File: config.mk
export PLATFORM = sky130hd
export DESIGN_NAME = rmo_regs_flat
export DESIGN_NICKNAME = d
export VERILOG_FILES = /design/src/hw/rtl/rmo_pkg.sv /design/src/hw/rtl/rmo_csr_if.sv /design/src/hw/rtl/rmo_regs.sv /design/src/flat_wrapper.sv
export SDC_FILE = /design/constraint.sdc
export NUM_CORES = 1
export LEC_CHECK = 0
export BUFFER_PORTS_ARGS = -buffer_cell sky130_fd_sc_hd__buf_2
export CAP_MARGIN = 5
export CORE_AREA = 2 2 154 156
export CTS_CLUSTER_SIZE = 30
export DETAILED_ROUTE_END_ITERATION = 8
export DIE_AREA = 0 0 156 158
export GPL_ROUTABILITY_DRIVEN = 1
export PLACE_DENSITY_LB_ADDON = 0.05
export SYNTH_ARGS = -nofsm -noshare
export SYNTH_HDL_FRONTEND = slang
export SYNTH_SLANG_ARGS = --single-unit
File: constraint.sdc
create_clock -name clock -period 1.8 [get_ports clock]
set_input_delay 0.27 -clock clock [delete_from_list [all_inputs] [get_ports clock]]
set_output_delay 0.27 -clock clock [all_outputs]
set_load 0.05 [all_outputs]
File: src/hw/rtl/rmo_pkg.sv
`default_nettype none

package rmo_pkg;

   localparam int CHANNEL_BITS_DEFAULT = 24;
   localparam int COEF_BITS_DEFAULT    = 16;
   localparam int FRAC_BITS_DEFAULT    = 12;

   localparam int NUM_LANES      = 4;
   localparam int LANE_STRIDE    = 16;
   localparam int CSR_INDEX_BITS = 3;
   localparam int CSR_DATA_BITS  = 64;

   localparam logic [CSR_INDEX_BITS-1:0] REG_COEF_ROW0     = 3'd0;
   localparam logic [CSR_INDEX_BITS-1:0] REG_COEF_ROW1     = 3'd1;
   localparam logic [CSR_INDEX_BITS-1:0] REG_COEF_ROW2     = 3'd2;
   localparam logic [CSR_INDEX_BITS-1:0] REG_COEF_ROW3     = 3'd3;
   localparam logic [CSR_INDEX_BITS-1:0] REG_OFFSET_VECTOR = 3'd4;
   localparam logic [CSR_INDEX_BITS-1:0] REG_ORDER_MODE    = 3'd5;

   localparam logic [CSR_DATA_BITS-1:0] COEF_ROW0_RESET = 64'h0000_0000_0000_1000;
   localparam logic [CSR_DATA_BITS-1:0] COEF_ROW1_RESET = 64'h0000_0000_1000_0000;
   localparam logic [CSR_DATA_BITS-1:0] COEF_ROW2_RESET = 64'h0000_1000_0000_0000;
   localparam logic [CSR_DATA_BITS-1:0] COEF_ROW3_RESET = 64'h1000_0000_0000_0000;

   localparam logic MODE_FORWARD = 1'b0;
   localparam logic MODE_INVERSE = 1'b1;

   typedef struct packed {
      logic [NUM_LANES-1:0][CSR_DATA_BITS-1:0] coef_row;
      logic [CSR_DATA_BITS-1:0]                offset_vector;
      logic                                    order_mode;
   } rmo_cfg_type;

endpackage

`default_nettype wire

File: src/hw/rtl/rmo_csr_if.sv
`default_nettype none

interface rmo_csr_if ();
   logic                                 valid;
   logic                                 ready;
   logic [rmo_pkg::CSR_INDEX_BITS-1:0]   index;
   logic [rmo_pkg::CSR_DATA_BITS-1:0]    data;

   modport source (output valid, index, data, input ready);
   modport sink (input valid, index, data, output ready);
endinterface

`default_nettype wire

File: src/hw/rtl/rmo_regs.sv
`default_nettype none

module rmo_regs (
   input  wire logic          clock,
   input  wire logic          reset,
   rmo_csr_if.sink            csr,
   output rmo_pkg::rmo_cfg_type cfg
);

   rmo_pkg::rmo_cfg_type cfg_ff;
   rmo_pkg::rmo_cfg_type cfg_in;

   assign csr.ready = 1'b1;
   assign cfg       = cfg_ff;

   always_comb begin
      cfg_in = cfg_ff;
      if (csr.valid) begin
         case (csr.index)
            rmo_pkg::REG_COEF_ROW0:     cfg_in.coef_row[0]   = csr.data;
            rmo_pkg::REG_COEF_ROW1:     cfg_in.coef_row[1]   = csr.data;
            rmo_pkg::REG_COEF_ROW2:     cfg_in.coef_row[2]   = csr.data;
            rmo_pkg::REG_COEF_ROW3:     cfg_in.coef_row[3]   = csr.data;
            rmo_pkg::REG_OFFSET_VECTOR: cfg_in.offset_vector = csr.data;
            rmo_pkg::REG_ORDER_MODE:    cfg_in.order_mode    = csr.data[0];
            default:                    cfg_in               = cfg_ff;
         endcase
      end
   end

   always_ff @(posedge clock) begin
      if (reset) begin
         cfg_ff.coef_row[0]   <= rmo_pkg::COEF_ROW0_RESET;
         cfg_ff.coef_row[1]   <= rmo_pkg::COEF_ROW1_RESET;
         cfg_ff.coef_row[2]   <= rmo_pkg::COEF_ROW2_RESET;
         cfg_ff.coef_row[3]   <= rmo_pkg::COEF_ROW3_RESET;
         cfg_ff.offset_vector <= '0;
         cfg_ff.order_mode    <= rmo_pkg::MODE_FORWARD;
      end else begin
         cfg_ff <= cfg_in;
      end
   end

endmodule

`default_nettype wire

File: src/flat_wrapper.sv
// flat-port wrapper written by rule: the top's interface ports become plain ports
module rmo_regs_flat 
  (clock, reset, cfg, csr_valid, csr_index, csr_data, csr_ready);
  rmo_csr_if csr_i ();
  input  wire logic clock;
  input  wire logic reset;
  output rmo_pkg::rmo_cfg_type cfg;
  input wire logic [$bits(csr_i.valid)-1:0] csr_valid;
  input wire logic [$bits(csr_i.index)-1:0] csr_index;
  input wire logic [$bits(csr_i.data)-1:0] csr_data;
  output wire logic [$bits(csr_i.ready)-1:0] csr_ready;
  assign csr_i.valid = csr_valid;
  assign csr_i.index = csr_index;
  assign csr_i.data = csr_data;
  assign csr_ready = csr_i.ready;
  rmo_regs u_core (.clock(clock), .reset(reset), .csr(csr_i), .cfg(cfg));
endmodule
==> reports/results.ini <==
[sta]
period_share = 0.825
finalHoldViolCount = 0
period_minus_slack_ns = 1.48
fin_tns_setup_ns = 0
slew_violations = 0
timing.fmax_ghz = 0.674
finalSetupViolations = 0
finClkSkew_ns = 0
rsz0062_at_grt = no

[setup_path]
startpoint_type = flip-flop
cp-end-kind = primary output
crit_path_cell_trace = buf_2
path_delay_family = flip-flops
critPathKind = flip-flop to primary output
path_max_fanout = 2
cp.arrival_ns = 1.21
rr_worst_depth = 2
crit_required_ns = 1.53
cp_slowest_cell = dfxtp_1
cpPeakStageDelay_ns = 0.41
worstReg2RegStart = u_core.cfg[296]
crit_buf_inv = 1
timing.rr.end = u_core.cfg[296]
reg2reg_slack_ns = 1.08

[layout]
n_fill_cell = 1813
final_cell_area_mm2 = 0.0160
area_growth_pct = 27.9
largest_reg_flops = 321
drive_gt1_frac = 0.310
layout.nets = 1563
seqCellArea_mm2 = 0.00643
multi_input_area_mm2 = 0.00578

[synth]
post-synth-top-area-fraction = 0.514
yosys_warnings = 0
synthDistinctLibCells = 14
syn-num-nets = 1191
netlist_instances = 1121
synth_top_family_by_area = multiplexers
synth_fa_ha_area_frac = 0
synth_compound_area_frac = 0
synthSimpleGateAreaFrac = 0.199
synth_area_per_cell_um2 = 11.2
ys_ff_latch = 321
synth.largest_area_cell = dfxtp_1
syn_area_mm2 = 0.0125
synth_seq_area_share = 0.514
synth_area_leaders = dfxtp_1 51%, mux2i_1 26%, nand2b_1 19%
synth_xor_area_frac = 0
synthMuxAreaShare = 0.257

[route]
dr.first_iter.drc_count = 362
routed_wl_mm = 33.1
routedWlPerCell_um = 18.4
vias = 9087
drc_errors = 0
first_pass_iters = 5
detail-route-antenna-nets = 0
via_per_inst = 5.03

[die]
ios = 392
start_util = 0.543
core_area_mm2 = 0.0231
die_h_um = 158
num_rows = 56
die_x_um = 156
die_area_mm2 = 0.0246

[min_path]
min-delay-start = csr_data[12]
min_to = u_core.cfg[77]
hp-class = input port to flip-flop
whs_path_depth = 3

[clock_network]
h-tree-depth = 2
cts_sinks = 321
cts_resized = 0
insertion_delay_ns = 0.50
hold_buffers = 0
cts_buffers = 35
ctsLongestPathBuffers = 3
cts-root-buf = clkbuf_16
cts_tree = yes
clkTransAtPathRegs_ns = 0.06
postCtsSetupRepairBufs = 0

[place]
placed_cell_area_mm2 = 0.0149
dp_hpwl_mm = 23.0
port_buffers = 390
place_congestion = 0.812

[grt]
grt_pass1_vias = 9016
grt_max_degree = 80
grt_pass1_wl_mm = 50.6
grt_usage = 0.262
grt_overflow_total = 0
antenna_found_initial = 3

[flow_run]
drv_cap = 0

[pwr]
leakage_nw = 8.57
power_mw = 15.8
peakVddDrop_uv = 679
power_density_mw_per_mm2 = 990

[outcome]
status = finished, final reports clean

layer usage:
| layer | GRT usage | share of wire | vias to the layer above |
|---|---|---|---|
| met5 | 0 | 0.00039 | - |
| li1 | - | - | 4439 |
| met2 | 0.440 | 0.47 | 301 |
| met4 | 0.102 | 0.035 | 2 |
| met3 | 0.0928 | 0.086 | 66 |
| met1 | 0.307 | 0.41 | 4279 |
worst max-delay path by stage:
stage                    startpoint               to  slack [ns]  depth (start not counted)
floorplan              csr_index[2]  u_core.cfg[118]        0.51                          4
detailed placement        csr_valid  u_core.cfg[115]        0.09                          5
global placement          csr_valid  u_core.cfg[106]        0.17                          5
global route        u_core.cfg[130]         cfg[130]        0.29                          1
CTS                 u_core.cfg[130]         cfg[130]        0.29                          1
finish              u_core.cfg[130]         cfg[130]        0.32                          1
final cells by class:
type | count | area share
diodes | 2 | 0.000313
clock buffers | 53 | 0.0660
clock inverters | 5 | 0.00313
multi-input cells | 719 | 0.361
flip-flops and latches | 321 | 0.402
well taps | 290 | 0.0227
repair buffers | 416 | 0.145
cell usage after synthesis, drive strengths merged:
library cell and count:
nand4bb 3, nor2 8, conb 1, mux2i 321, nand4b 2, clkbuf 43
nand2b 381, or4b 1, nor4b 1, buf 38, nor4bb 1, dfxtp 321
logic make-up (layout without fill, tap and decap cells):
family / after synthesis / in the layout
buf+inv: 81 / 474
flops: 321 / 321
mux: 321 / 321
other cells: 1 / 3
simple gates: 397 / 397
through the flow:
step	hold slack, ns	worst slack (ns)	instances	utilization
after floorplan	0.431	0.509	1121	-
after global placement	0.454	0.168	1746	0.646
after detailed placement	0.458	0.0856	1746	0.646
after CTS	0.0383	0.295	1804	0.694
after global routing	0.0511	0.285	1806	0.694
final	0.0488	0.315	1806	0.694
placed cells by master, fill, tap and decap left out, drive strengths merged:
cell type  count
nand2b       381
diode          2
bufinv         1
buf          416
mux2i        321
conb           1
nor4b          1
nor2           8
or4b           1
nand4b         2
nor4bb         1
nand4bb        3
clkinv         4
clkbuf        53
dfxtp        321
power breakdown:
group	internal (mW)	switching, mW
Sequential	7.26	0.0796
Combinational	0.506	1.06
Clock	4.17	2.76
Total	11.9	3.90
Power figures use the tool's default switching activity.
